<file path="src/rtl/kpsq_pkg.sv">
// kpsq_pkg: shared types, codes and key-map lookup for the keypad scan queue.
// No dependencies; the channel interfaces and the top level import it.
package kpsq_pkg;

  localparam int REQ_W      = 2;
  localparam int COL_W      = 4;
  localparam int ROW_DRV_W  = 4;
  localparam int KEY_W      = 4;
  localparam int COUNT_W    = 5;
  localparam int CFG_IDX_W  = 2;
  localparam int CFG_DATA_W = 32;
  localparam int DEB_W      = 16;

  // request codes
  localparam logic [REQ_W-1:0] REQ_TICK  = 2'd0;
  localparam logic [REQ_W-1:0] REQ_READ  = 2'd1;
  localparam logic [REQ_W-1:0] REQ_CLEAR = 2'd2;

  // register indexes
  localparam logic [CFG_IDX_W-1:0] CFG_DEBOUNCE = 2'd0;
  localparam logic [CFG_IDX_W-1:0] CFG_MAP_LOW  = 2'd1;
  localparam logic [CFG_IDX_W-1:0] CFG_MAP_HIGH = 2'd2;

  localparam logic [DEB_W-1:0]      DEBOUNCE_RST = 16'd1000;
  localparam logic [CFG_DATA_W-1:0] MAP_LOW_RST  = 32'hB654_A321;
  localparam logic [CFG_DATA_W-1:0] MAP_HIGH_RST = 32'hDF0E_C987;

  // Key code of a matrix position; positions outside the 4x4 map give zero.
  function automatic logic [KEY_W-1:0] key_code(input logic [CFG_DATA_W-1:0] map_lo,
                                                input logic [CFG_DATA_W-1:0] map_hi,
                                                input logic [2:0] row,
                                                input logic [2:0] col);
    logic [CFG_DATA_W-1:0] word;
    logic [4:0]            sh;
    word = row[1] ? map_hi : map_lo;
    sh   = {row[0], col[1:0], 2'b00};
    if (row[2] || col[2]) begin
      return '0;
    end
    return KEY_W'(word >> sh);
  endfunction

endpackage

</file>
<file path="src/rtl/kpsq_if.sv">
// kpsq_if: valid/ready channel interfaces for requests and results.
// Depends on kpsq_pkg for the payload widths.
interface kpsq_in_if
  import kpsq_pkg::*;
();
  logic               valid;
  logic               ready;
  logic [REQ_W-1:0]   req_type;
  logic [COL_W-1:0]   col_lines;
  logic               trigger_line;

  modport source (output valid, req_type, col_lines, trigger_line, input ready);
  modport sink   (input valid, req_type, col_lines, trigger_line, output ready);
endinterface

interface kpsq_out_if
  import kpsq_pkg::*;
();
  logic                 valid;
  logic                 ready;
  logic [ROW_DRV_W-1:0] row_drive;
  logic                 read_valid;
  logic [KEY_W-1:0]     read_key;
  logic [COUNT_W-1:0]   queue_count;
  logic                 scanning;
  logic                 key_dropped;

  modport source (output valid, row_drive, read_valid, read_key, queue_count, scanning,
                  key_dropped, input ready);
  modport sink   (input valid, row_drive, read_valid, read_key, queue_count, scanning,
                  key_dropped, output ready);
endinterface

</file>
<file path="src/rtl/matrix_keypad_scan_queue_top.sv">
// matrix_keypad_scan_queue_top: 4x4 keypad scanner with banked key-code queue.
// Depends on kpsq_pkg and the channel interfaces in kpsq_if.sv.
//
//   channel  | direction | handshake          | carries
//   ---------+-----------+--------------------+--------------------------------------
//   in_ch    | in        | valid/ready        | req_type, col_lines, trigger_line
//   out_ch   | out       | valid/ready        | row_drive, read_valid, read_key, ...
//   cfg_*    | in        | cfg_we, no wait    | cfg_index, cfg_wdata
//
// One request per cycle while the result is not stalled; its result is valid the cycle after acceptance.
// The queue sits in one bank per column lane, so a scan tick writes all its accepted
// codes together; a read takes its key from the banks' registered read port.
// Reset clears pointers, fill, scan state and config registers; queue contents stay.
// A stalled result holds, and a new request is taken in the cycle it drains.
module matrix_keypad_scan_queue_top
  import kpsq_pkg::*;
#(
  parameter int ROW_COUNT   = 4,
  parameter int COL_COUNT   = 4,
  parameter int QUEUE_DEPTH = 16
) (
  input  logic                  clk,
  input  logic                  rst_n,
  kpsq_in_if.sink               in_ch,
  kpsq_out_if.source            out_ch,
  input  logic                  cfg_we,
  input  logic [CFG_IDX_W-1:0]  cfg_index,
  input  logic [CFG_DATA_W-1:0] cfg_wdata
);

  localparam int LANES = (COL_COUNT < COL_W) ? COL_COUNT : COL_W;
  localparam int BW    = (LANES > 1) ? $clog2(LANES) : 1;
  localparam int RPB   = (QUEUE_DEPTH + LANES - 1) / LANES;
  localparam int RW    = (RPB > 1) ? $clog2(RPB) : 1;
  localparam int FW    = $clog2(QUEUE_DEPTH + 1);
  localparam int KW    = (FW > 3) ? FW : 3;
  localparam int RIW   = (ROW_COUNT > 1) ? $clog2(ROW_COUNT) : 1;

  typedef enum logic [1:0] {PH_IDLE, PH_DEBOUNCE, PH_SCAN} phase_t;

  phase_t                phase_r, phase_nxt;
  logic [RIW-1:0]        row_r, row_nxt;
  logic [DEB_W-1:0]      wait_r, wait_nxt;
  logic                  last_trig_r, last_trig_nxt;
  logic [BW-1:0]         head_bank_r, head_bank_nxt, tail_bank_r, tail_bank_nxt;
  logic [RW-1:0]         head_row_r, head_row_nxt, tail_row_r, tail_row_nxt;
  logic [FW-1:0]         fill_r, fill_nxt;

  logic [DEB_W-1:0]      debounce_r;
  logic [CFG_DATA_W-1:0] map_lo_r, map_hi_r;

  logic                  out_valid_r;
  logic [ROW_DRV_W-1:0]  drive_r, drive_nxt;
  logic                  rvalid_r, rvalid_nxt;
  logic [BW-1:0]         rd_bank_r;
  logic [COUNT_W-1:0]    count_r;
  logic                  scanning_r;
  logic                  dropped_r, dropped_nxt;

  logic                  in_ready_w, accept;
  logic                  rd_en, push_go;

  logic [KEY_W-1:0]      code_w   [LANES];
  logic [2:0]            rank_w   [LANES];
  logic [LANES-1:0]      active_w;
  logic [2:0]            n_act, n_acc;
  logic [KW-1:0]         room;

  logic [LANES-1:0]      bank_we;
  logic [RW-1:0]         bank_wrow  [LANES];
  logic [KEY_W-1:0]      bank_wdata [LANES];
  logic [KEY_W-1:0]      bank_q     [LANES];

  function automatic logic [RW-1:0] row_inc(input logic [RW-1:0] r);
    return (r == RW'(RPB - 1)) ? '0 : RW'(r + 1'b1);
  endfunction

  assign in_ready_w = !out_valid_r || out_ch.ready;
  assign accept     = in_ch.valid && in_ready_w;
  assign rd_en      = accept && (in_ch.req_type == REQ_READ);
  assign push_go    = accept && (in_ch.req_type == REQ_TICK) && (phase_r == PH_SCAN);

  // codes of the driven row, and each active column's place in push order
  always_comb begin
    logic [2:0] cnt;
    cnt = '0;
    for (int c = 0; c < LANES; c++) begin
      code_w[c]   = key_code(map_lo_r, map_hi_r, 3'(row_r), 3'(c));
      active_w[c] = in_ch.col_lines[c];
      rank_w[c]   = cnt;
      cnt         = cnt + 3'(active_w[c]);
    end
    n_act = cnt;
    room  = KW'(QUEUE_DEPTH) - KW'(fill_r);
    n_acc = (KW'(n_act) < room) ? n_act : 3'(room);
  end

  // steer accepted codes to banks: lane offset from tail picks the code
  always_comb begin
    logic [2:0] d;
    for (int b = 0; b < LANES; b++) begin
      if (3'(b) >= 3'(tail_bank_r)) begin
        d = 3'(b) - 3'(tail_bank_r);
      end else begin
        d = 3'(b) + 3'(LANES) - 3'(tail_bank_r);
      end
      bank_we[b]    = push_go && (d < n_acc);
      bank_wrow[b]  = (3'(b) < 3'(tail_bank_r)) ? row_inc(tail_row_r) : tail_row_r;
      bank_wdata[b] = '0;
      for (int c = 0; c < LANES; c++) begin
        if (active_w[c] && (rank_w[c] == d)) begin
          bank_wdata[b] = code_w[c];
        end
      end
    end
  end

  for (genvar b = 0; b < LANES; b++) begin : g_bank
    logic [KEY_W-1:0] mem [RPB];
    always_ff @(posedge clk) begin
      if (bank_we[b]) begin
        mem[bank_wrow[b]] <= bank_wdata[b];
      end
      if (rd_en) begin
        bank_q[b] <= mem[head_row_r];
      end
    end
  end

  always_comb begin
    logic [3:0] tsum;
    phase_nxt     = phase_r;
    row_nxt       = row_r;
    wait_nxt      = wait_r;
    last_trig_nxt = last_trig_r;
    head_bank_nxt = head_bank_r;
    head_row_nxt  = head_row_r;
    tail_bank_nxt = tail_bank_r;
    tail_row_nxt  = tail_row_r;
    fill_nxt      = fill_r;
    rvalid_nxt    = 1'b0;
    dropped_nxt   = 1'b0;
    tsum          = 4'(tail_bank_r) + 4'(n_acc);

    case (in_ch.req_type)
      REQ_TICK: begin
        last_trig_nxt = in_ch.trigger_line;
        case (phase_r)
          PH_DEBOUNCE: begin
            if (wait_r != '0) begin
              wait_nxt = wait_r - 1'b1;
            end else begin
              phase_nxt = PH_SCAN;
              row_nxt   = '0;
            end
          end
          PH_SCAN: begin
            fill_nxt    = fill_r + FW'(n_acc);
            dropped_nxt = (n_act != n_acc);
            if (tsum >= 4'(LANES)) begin
              tail_bank_nxt = BW'(tsum - 4'(LANES));
              tail_row_nxt  = row_inc(tail_row_r);
            end else begin
              tail_bank_nxt = BW'(tsum);
            end
            if (row_r == RIW'(ROW_COUNT - 1)) begin
              row_nxt   = '0;
              phase_nxt = PH_IDLE;
            end else begin
              row_nxt = row_r + 1'b1;
            end
          end
          default: begin
            if (in_ch.trigger_line && !last_trig_r) begin
              phase_nxt = PH_DEBOUNCE;
              wait_nxt  = debounce_r;
            end
          end
        endcase
      end
      REQ_READ: begin
        if (fill_r != '0) begin
          rvalid_nxt = 1'b1;
          fill_nxt   = fill_r - 1'b1;
          if (head_bank_r == BW'(LANES - 1)) begin
            head_bank_nxt = '0;
            head_row_nxt  = row_inc(head_row_r);
          end else begin
            head_bank_nxt = head_bank_r + 1'b1;
          end
        end
      end
      REQ_CLEAR: begin
        head_bank_nxt = '0;
        head_row_nxt  = '0;
        tail_bank_nxt = '0;
        tail_row_nxt  = '0;
        fill_nxt      = '0;
      end
      default: ;
    endcase

    for (int r = 0; r < ROW_DRV_W; r++) begin
      if (phase_nxt == PH_SCAN) begin
        drive_nxt[r] = (32'(row_nxt) == r);
      end else begin
        drive_nxt[r] = (r < ROW_COUNT);
      end
    end
  end

  always_ff @(posedge clk) begin
    if (!rst_n) begin
      phase_r     <= PH_IDLE;
      row_r       <= '0;
      wait_r      <= '0;
      last_trig_r <= 1'b0;
      head_bank_r <= '0;
      head_row_r  <= '0;
      tail_bank_r <= '0;
      tail_row_r  <= '0;
      fill_r      <= '0;
      debounce_r  <= DEBOUNCE_RST;
      map_lo_r    <= MAP_LOW_RST;
      map_hi_r    <= MAP_HIGH_RST;
      out_valid_r <= 1'b0;
    end else begin
      if (cfg_we) begin
        case (cfg_index)
          CFG_DEBOUNCE: debounce_r <= cfg_wdata[DEB_W-1:0];
          CFG_MAP_LOW:  map_lo_r   <= cfg_wdata;
          CFG_MAP_HIGH: map_hi_r   <= cfg_wdata;
          default: ;
        endcase
      end
      if (accept) begin
        phase_r     <= phase_nxt;
        row_r       <= row_nxt;
        wait_r      <= wait_nxt;
        last_trig_r <= last_trig_nxt;
        head_bank_r <= head_bank_nxt;
        head_row_r  <= head_row_nxt;
        tail_bank_r <= tail_bank_nxt;
        tail_row_r  <= tail_row_nxt;
        fill_r      <= fill_nxt;
        out_valid_r <= 1'b1;
      end else if (out_ch.ready) begin
        out_valid_r <= 1'b0;
      end
    end
    // result payload: hold while stalled
    if (accept) begin
      drive_r    <= drive_nxt;
      rvalid_r   <= rvalid_nxt;
      rd_bank_r  <= head_bank_r;
      count_r    <= COUNT_W'(fill_nxt);
      scanning_r <= (phase_nxt != PH_IDLE);
      dropped_r  <= dropped_nxt;
    end
  end

  assign in_ch.ready        = in_ready_w;
  assign out_ch.valid       = out_valid_r;
  assign out_ch.row_drive   = drive_r;
  assign out_ch.read_valid  = rvalid_r;
  assign out_ch.read_key    = rvalid_r ? bank_q[rd_bank_r] : '0;
  assign out_ch.queue_count = count_r;
  assign out_ch.scanning    = scanning_r;
  assign out_ch.key_dropped = dropped_r;

endmodule
</file>
<file path="src/flat_wrapper.sv">
// flat-port wrapper written by rule: the top's interface ports become plain ports
module matrix_keypad_scan_queue_top_flat import kpsq_pkg::*;
#(
  parameter int ROW_COUNT   = 4,
  parameter int COL_COUNT   = 4,
  parameter int QUEUE_DEPTH = 16
)
  (clk, rst_n, cfg_we, cfg_index, cfg_wdata, in_ch_valid, in_ch_req_type, in_ch_col_lines, in_ch_trigger_line, in_ch_ready, out_ch_valid, out_ch_row_drive, out_ch_read_valid, out_ch_read_key, out_ch_queue_count, out_ch_scanning, out_ch_key_dropped, out_ch_ready);
  kpsq_in_if in_ch_i ();
  kpsq_out_if out_ch_i ();
  input  logic clk;
  input  logic rst_n;
  input  logic cfg_we;
  input  logic [CFG_IDX_W-1:0] cfg_index;
  input  logic [CFG_DATA_W-1:0] cfg_wdata;
  input wire logic [$bits(in_ch_i.valid)-1:0] in_ch_valid;
  input wire logic [$bits(in_ch_i.req_type)-1:0] in_ch_req_type;
  input wire logic [$bits(in_ch_i.col_lines)-1:0] in_ch_col_lines;
  input wire logic [$bits(in_ch_i.trigger_line)-1:0] in_ch_trigger_line;
  output wire logic [$bits(in_ch_i.ready)-1:0] in_ch_ready;
  output wire logic [$bits(out_ch_i.valid)-1:0] out_ch_valid;
  output wire logic [$bits(out_ch_i.row_drive)-1:0] out_ch_row_drive;
  output wire logic [$bits(out_ch_i.read_valid)-1:0] out_ch_read_valid;
  output wire logic [$bits(out_ch_i.read_key)-1:0] out_ch_read_key;
  output wire logic [$bits(out_ch_i.queue_count)-1:0] out_ch_queue_count;
  output wire logic [$bits(out_ch_i.scanning)-1:0] out_ch_scanning;
  output wire logic [$bits(out_ch_i.key_dropped)-1:0] out_ch_key_dropped;
  input wire logic [$bits(out_ch_i.ready)-1:0] out_ch_ready;
  assign in_ch_i.valid = in_ch_valid;
  assign in_ch_i.req_type = in_ch_req_type;
  assign in_ch_i.col_lines = in_ch_col_lines;
  assign in_ch_i.trigger_line = in_ch_trigger_line;
  assign in_ch_ready = in_ch_i.ready;
  assign out_ch_valid = out_ch_i.valid;
  assign out_ch_row_drive = out_ch_i.row_drive;
  assign out_ch_read_valid = out_ch_i.read_valid;
  assign out_ch_read_key = out_ch_i.read_key;
  assign out_ch_queue_count = out_ch_i.queue_count;
  assign out_ch_scanning = out_ch_i.scanning;
  assign out_ch_key_dropped = out_ch_i.key_dropped;
  assign out_ch_i.ready = out_ch_ready;
  matrix_keypad_scan_queue_top #(.ROW_COUNT(ROW_COUNT), .COL_COUNT(COL_COUNT), .QUEUE_DEPTH(QUEUE_DEPTH)) u_core (.clk(clk), .rst_n(rst_n), .in_ch(in_ch_i), .out_ch(out_ch_i), .cfg_we(cfg_we), .cfg_index(cfg_index), .cfg_wdata(cfg_wdata));
endmodule
</file>
<file path="config.mk">
export PLATFORM = sky130hd
export DESIGN_NAME = matrix_keypad_scan_queue_top_flat
export DESIGN_NICKNAME = d
export VERILOG_FILES = /design/src/rtl/kpsq_pkg.sv /design/src/rtl/kpsq_if.sv /design/src/rtl/matrix_keypad_scan_queue_top.sv /design/src/flat_wrapper.sv
export SDC_FILE = /design/constraint.sdc
export NUM_CORES = 1
export LEC_CHECK = 0
export BUFFER_PORTS_ARGS = -buffer_cell sky130_fd_sc_hd__clkbuf_2
export CAP_MARGIN = 0
export CORE_MARGIN = 2
export CORE_UTILIZATION = 40
export CTS_CLUSTER_SIZE = 24
export DETAILED_ROUTE_END_ITERATION = 16
export SLEW_MARGIN = 20
export SYNTH_ARGS = -nofsm -noshare
export SYNTH_HDL_FRONTEND = slang
export SYNTH_SLANG_ARGS = --single-unit
</file>
<file path="constraint.sdc">
create_clock -name clk -period 5.5 [get_ports clk]
set_input_delay 0.825 -clock clk [delete_from_list [all_inputs] [get_ports clk]]
set_output_delay 0.825 -clock clk [all_outputs]
set_load 0.03 [all_outputs]
</file>
### Word level (Yosys, flattened, before mapping)

Memory sizes are Yosys's and may differ from the RTL's. A register that Yosys moved wholly into a read port is not among the register bits.
Cells that the tools add are included.

| word-level totals | value |
|---|---|
| memory bits (writable) | 80 |
| memories | 5 |
| flip-flop bits (word level) | 129 |

Memory list:

| memory | depth | bits a word | read ports | clocked after Yosys merged registers in | write ports | RTL line | text |
|---|---|---|---|---|---|---|---|
| u_core.bank_q | 4 | 4 | 1 | 1 | 4 | matrix_keypad_scan_queue_top.sv:72 | `logic [KEY_W-1:0] bank_q [LANES];` |
| u_core.g_bank[0].mem | 4 | 4 | 1 | 1 | 1 | matrix_keypad_scan_queue_top.sv:119 | `logic [KEY_W-1:0] mem [RPB];` |
| u_core.g_bank[1].mem | 4 | 4 | 1 | 1 | 1 | matrix_keypad_scan_queue_top.sv:119 |  |
| u_core.g_bank[2].mem | 4 | 4 | 1 | 1 | 1 | matrix_keypad_scan_queue_top.sv:119 |  |
| u_core.g_bank[3].mem | 4 | 4 | 1 | 1 | 1 | matrix_keypad_scan_queue_top.sv:119 |  |

| operators by class | value |
|---|---|
| bitwise logic cells | 1 |
| eq/ne operators | 32 |
| reductions and logical operators | 52 |
| add/sub/neg operators | 20 |
| magnitude comparators | 12 |
| muxes and demuxes | 76 |
| shift operators | 4 |

Operator list:

| operator | number |
|---|---|
| >> shifter 32 x 5 -> 4 bit | 4 |
| two-way mux 4 bit | 17 |
| two-way mux 2 bit | 29 |
| two-way mux 16 bit | 2 |
| two-way mux 32 bit | 1 |
| case mux 16 bit (2 select lines) | 1 |
| logical AND 1 bit | 25 |
| equality test 3 bit | 8 |
| case mux 2 bit (2 select lines) | 6 |
| equality test 2 bit (second input constant) | 10 |
| nonzero test 16 bit | 1 |
| subtractor 16 x 1 -> 16 bit (second input constant) | 1 |
| case mux 5 bit (3 select lines) | 1 |
| two-way mux 1 bit | 13 |
| equality test 1 x 3 -> 1 bit | 4 |
| zero test 3 bit | 4 |
| less-than comparator 3 bit | 4 |
| two-way mux 3 bit | 4 |
| two-way mux 5 bit | 2 |
| AND reduction 2 bit | 5 |
| nonzero test 2 bit | 5 |
| subtractor 3 x 2 -> 3 bit (first input constant) | 3 |
| adder 2 x 1 -> 2 bit (second input constant) | 4 |
| equality test 2 x 1 -> 1 bit (second input constant) | 4 |
| 26 further kinds | 39 |

### Longest topological paths before layout

| logic depth | value |
|---|---|
| depth in word-level cells | 10 |
| gate-level depth with buffers | 17 |
| mapped depth without buffers | 17 |

### Worst setup path before layout

Ideal clock, no wire load.

| path | value |
|---|---|
| path type | input port to flip-flop |
| start point | in in_ch_col_lines[0] |
| end point | mem u_core.g_bank[2].mem[0][0], enable pin |
| cell stages on the path | 14 |
| arrival time | 4254 ps |
| path slack | 917 ps |
| library setup time | 329 ps |
| path buffers | 0 |
| cell sequence | fa_1 > ha_1 > fa_1 > ha_1 > nand2_1 > o21ai_0 > and3_1 > mux2_2 > inv_1 > ha_1 > a21o_1 > a21oi_1 > nand2_1 > nor2_1 |

| between the ends | value |
|---|---|
| longest elaborated chain between the ends | 9 |

RTL lines:

| what | RTL line | text |
|---|---|---|
| start, declared | flat_wrapper.sv:18 | `input wire logic [$bits(in_ch_i.col_lines)-1:0] in_ch_col_lines;` |
| adder 1 x 1 -> 2 bit (*) | matrix_keypad_scan_queue_top.sv:91 | `cnt = cnt + 3'(active_w[c]);` |
| adder 3 x 1 -> 3 bit (*) (2 in a row) | matrix_keypad_scan_queue_top.sv:91 |  |
| less-than comparator 3 x 5 -> 1 bit | matrix_keypad_scan_queue_top.sv:95 | `n_acc = (KW'(n_act) < room) ? n_act : 3'(room);` |
| two-way mux 3 bit (*) | matrix_keypad_scan_queue_top.sv:95 |  |
| less-than comparator 3 bit (*) | matrix_keypad_scan_queue_top.sv:107 | `bank_we[b] = push_go && (d < n_acc);` |
| logical AND 1 bit (*) | matrix_keypad_scan_queue_top.sv:107 |  |
| two-way mux 1 bit (*) | matrix_keypad_scan_queue_top.sv:121 | `if (bank_we[b]) begin` |
| two-way mux 1 bit (not written as such) (*) | matrix_keypad_scan_queue_top.sv:122 | `mem[bank_wrow[b]] <= bank_wdata[b];` |
| end, declared | matrix_keypad_scan_queue_top.sv:119 |  |

Mark *: on every way between the ends. The rest lies on a longest branch, timed or not.

### Worst setup path in the final report

| path | value |
|---|---|
| start point | in in_ch_col_lines[0] |
| end point | mem u_core.g_bank[2].mem[2][3], enable pin |

The elaborated chain is that of the path after synthesis.

==> impl_metrics.yaml <==
critical_path:
  cp_data_arrival_time_ns: 4.92
  setup.worst_path.class: "primary input to register"
  path_max_fanout: 18
  cpLargestDelayFamily: "adder cells"
  path_common_cell: "ha_1"
  startpoint: "in_ch_col_lines[0]"
  slowest_stage: "fa_1"
  worstPathRequired_ns: 5.68
  rr_startpoint: "u_core.fill_r[0]"
  start_kind: "primary input"
  worst-path-buf-inv: 3
  cp_num_cells: 16
  crit_chain: "clkbuf_2 -> buf_4 -> ha_1 -> ha_1 -> fa_1 -> ha_1 -> nand2_1 -> o21ai_0 -> and3_1 -> mux2_2 -> inv_1 -> ha_1 -> a21o_1 -> a21oi_1 -> nand2_1 -> nor2_1"
  endpoint: "u_core.g_bank[2].mem[2][3]"
  cpPeakStageDelay_ns: 0.54
  r2r_end: "u_core.g_bank[2].mem[2][3]"
  r2r_slack_ns: 1.22
  worst_setup_path_end_kind: "register"
  r2r_cells: 15
yosys:
  syn_nets: 1166
  yosys.area_share.simple_pct: 20.1
  synthCells: 1073
  ys_seq_area_share_pct: 49.1
  synth_seq_cells: 213
  syn_area_um2: 10600
  synthMuxAreaShare_pct: 8.85
  yosys_warnings: 0
  synth_compound_area_share_pct: 11.2
  synth-xor-area-share_pct: 1.49
  synth_top_flop_cell: "dfxtp_1"
  synth_top_family_by_area: "simple AND/OR/NAND/NOR gates"
  synth_adder_area_share_pct: 5.83
  ys_types: 65
  synth_area_per_cell_um2: 9.88
  synth-edff-count: 94
  async_flop_share_pct: 0
floorplanning:
  rows: 59
  start_util_pct: 40.7
  fp.dieH_um: 167
  pin_count: 64
  core-area_um2: 26100
  dieArea_um2: 27800
  die_w_um: 167
power_and_ir_drop:
  switching_share_pct: 25.1
  p_sw_mw: 0.953
  p_per_area_nw_per_um2: 317
  power.total_mw: 3.80
  p_clk_share_pct: 42.1
  p_seq_share_pct: 45.9
  p_int_mw: 2.85
  pwr-share-comb_pct: 12.0
  leakage_nw: 4.47
  ir_drop_mv: 0.236
timing:
  slew_headroom_pct: 27.3
  rsz0062_at_grt: "false"
  slew_violations: 0
  fmax_mhz: 211
  min_period_ns: 4.73
  fin_tns_setup_ns: 0
  hold_violations: 0
  skew_ns: 0.00996
  setup_viol: 0
  fin_crit_sh_pct: 86.1
  tightest_slew_ns: 1.09
cts:
  clk_latency_ns: 0.52
  htree_num_levels: 1
  cts_tree: "done"
  cts-resized-gates: 0
  post_cts_buffers: 0
  clk_pin_slew_ns: 0.06
  clockBufferDepth: 3
  cts_sinks: 213
  root_buffer: "clkbuf_16"
  hold_buffers: 0
  cts_buffers: 24
drt:
  drc: 0
  wl_per_cell_um: 17.6
  wl_met3_um: 1010
  num_vias: 7947
  drt-total-wl_um: 25900
  viasPerCell: 5.42
  wl_met1_um: 12100
  dr.pass1.iters: 5
  final_antenna_net_count: 0
  wl_met2_um: 12300
  dr.max_layer_used: "met4"
  drt_iter0_markers: 515
worst_hold_path:
  hold_class: "register to register"
run_status:
  status: "finished, final reports clean"
finish:
  finalNetCount: 1206
  fillerInstances: 2532
  final_common_cell: "nand2_1"
  diodes: 0
  drive_gt1_share_pct: 14.8
  syn_to_final_growth_pct: 13.1
  most-common-layout-cells: "nand2_1, dfxtp_1, edfxtp_1"
global_route:
  antenna_found_initial: 0
  grt_max_degree: 59
  grt_pass1_vias: 7690
  grt_pass1_wl_um: 41900
  track_usage_pct: 18.5
  grt_overflow: 0
placement:
  gp_congestion: 0.877
  hpwl_um: 18200
  port_buffers: 63
flow_run:
  maxCapViolations: 0
[kinds of logic after synthesis]
group / after synthesis
fa+ha+maj: 47
compound gates: 199
flops: 213
xor+xnor: 18
simple gates: 455
buf+inv: 93
mux: 48
[registers in the layout (all words and copies together) (netlist names), named ones only]
register / cells
u_core.row_r: 2
u_core.g_bank.mem: 64
u_core.out_ch.queue_count: 5
u_core.head_bank_r: 2
u_core.map_hi_r: 32
u_core.head_row_r: 2
u_core.out_ch.scanning: 1
u_core.out_ch.row_drive: 4
u_core.out_ch.valid: 1
u_core.bank_q: 16
u_core.phase_r: 2
u_core.rd_bank_r: 2
u_core.out_ch.key_dropped: 1
u_core.map_lo_r: 32
u_core.last_trig_r: 1
u_core.out_ch.read_valid: 1
u_core.wait_r: 16
u_core.fill_r: 5
u_core.tail_row_r: 2
u_core.tail_bank_r: 2
u_core.debounce_r: 16
[final cells by class]
class	count	area, um2	share of cell area, %
clock buffers	31	648	5.41
clock inverters	13	141	1.18
inverters	32	120	1.00
multi-input cells	767	5040	42.1
flip-flops and latches	213	5210	43.4
well taps	335	419	3.50
repair buffers	75	405	3.38
[cells in the mapped netlist (3+ instances only)]
| cell | number | area [um2] |
|---|---|---|
| a21oi_1 | 88 | 440 |
| o22ai_1 | 3 | 18.8 |
| nor2b_1 | 13 | 81.3 |
| nand3_1 | 62 | 310 |
| xor2_1 | 7 | 61.3 |
| nor3_1 | 20 | 100 |
| ha_1 | 43 | 538 |
| nand2_1 | 234 | 878 |
| nand4_1 | 14 | 87.6 |
| o211ai_1 | 4 | 30.0 |
| clkbuf_1 | 53 | 199 |
| a211oi_1 | 4 | 30.0 |
| buf_2 | 5 | 25.0 |
| mux2_2 | 6 | 67.6 |
| or3b_2 | 4 | 35.0 |
| a22oi_1 | 6 | 45.0 |
| o21a_1 | 3 | 22.5 |
| nand4b_1 | 4 | 35.0 |
| dfxtp_1 | 119 | 2380 |
| or4_1 | 3 | 22.5 |
| a21o_1 | 4 | 30.0 |
| mux4_2 | 36 | 811 |
| a31o_2 | 3 | 26.3 |
| o32ai_1 | 8 | 70.1 |
| and2_1 | 11 | 68.8 |
| nand3b_1 | 8 | 60.1 |
| fa_1 | 4 | 80.1 |
| xnor2_1 | 11 | 96.3 |
| inv_1 | 29 | 109 |
| nor2_1 | 45 | 169 |
| a31oi_1 | 9 | 56.3 |
| o21ai_0 | 45 | 225 |
| edfxtp_1 | 94 | 2820 |
| and3_1 | 10 | 62.6 |
| o31ai_1 | 6 | 45.0 |
| mux2i_1 | 6 | 60.1 |
| nor3b_1 | 5 | 37.5 |
| nand2b_1 | 9 | 56.3 |
| buf_1 | 3 | 11.3 |
[through the flow]
step	utilization (%)	hold WS [ns]	instances	area [um2]	setup slack [ns]
final	46.0	0.443	1466	12000	0.767
after global routing	46.0	0.472	1466	12000	0.552
after CTS	46.0	0.452	1466	12000	0.810
after detailed placement	42.9	0.440	1422	11200	0.267
after global placement	42.9	0.434	1422	11200	0.358
after floorplan	-	0.415	1073	10600	0.917
[metal layers]
| layer | vias up | track usage (%) |
|---|---|---|
| met5 | - | 0 |
| met4 | 0 | 3.67 |
| met3 | 31 | 2.64 |
| met2 | 140 | 31.1 |
| met1 | 3834 | 25.8 |
| li1 | 3942 | - |
[worst min-delay path: stages, from the launching register on]
cell	delay [ns]
edfxtp_1	0.32
nand2_1	0.05
nand2_1	0.05
[how the worst min path moves through the flow]
| stage | start | cells after the start | slack [ns] | endpoint |
|---|---|---|---|---|
| after floorplan | u_core.rd_bank_r[1] | 2 | 0.42 | register |
| after global placement | u_core.rd_bank_r[0] | 2 | 0.43 | register |
| after detailed placement | u_core.rd_bank_r[0] | 2 | 0.44 | register |
| after CTS | u_core.map_hi_r[12] | 2 | 0.45 | u_core.map_hi_r[12] |
| after global routing | u_core.rd_bank_r[0] | 2 | 0.47 | register |
| final | u_core.rd_bank_r[0] | 2 | 0.44 | register |
[power by group through the flow]
stage / combinational [mW] / clock (mW) / sequential (mW)
4_1_cts: 0.455 / 1.64 / 1.75
5_1_grt: 0.510 / 1.70 / 1.75
3_5_place_dp: 0.453 / 0 / 1.78
2_1_floorplan: 0.319 / 0 / 1.77
6_report: 0.455 / 1.60 / 1.75
3_3_place_gp: 0.447 / 0 / 1.78
(Power assumes the default switching activity.)
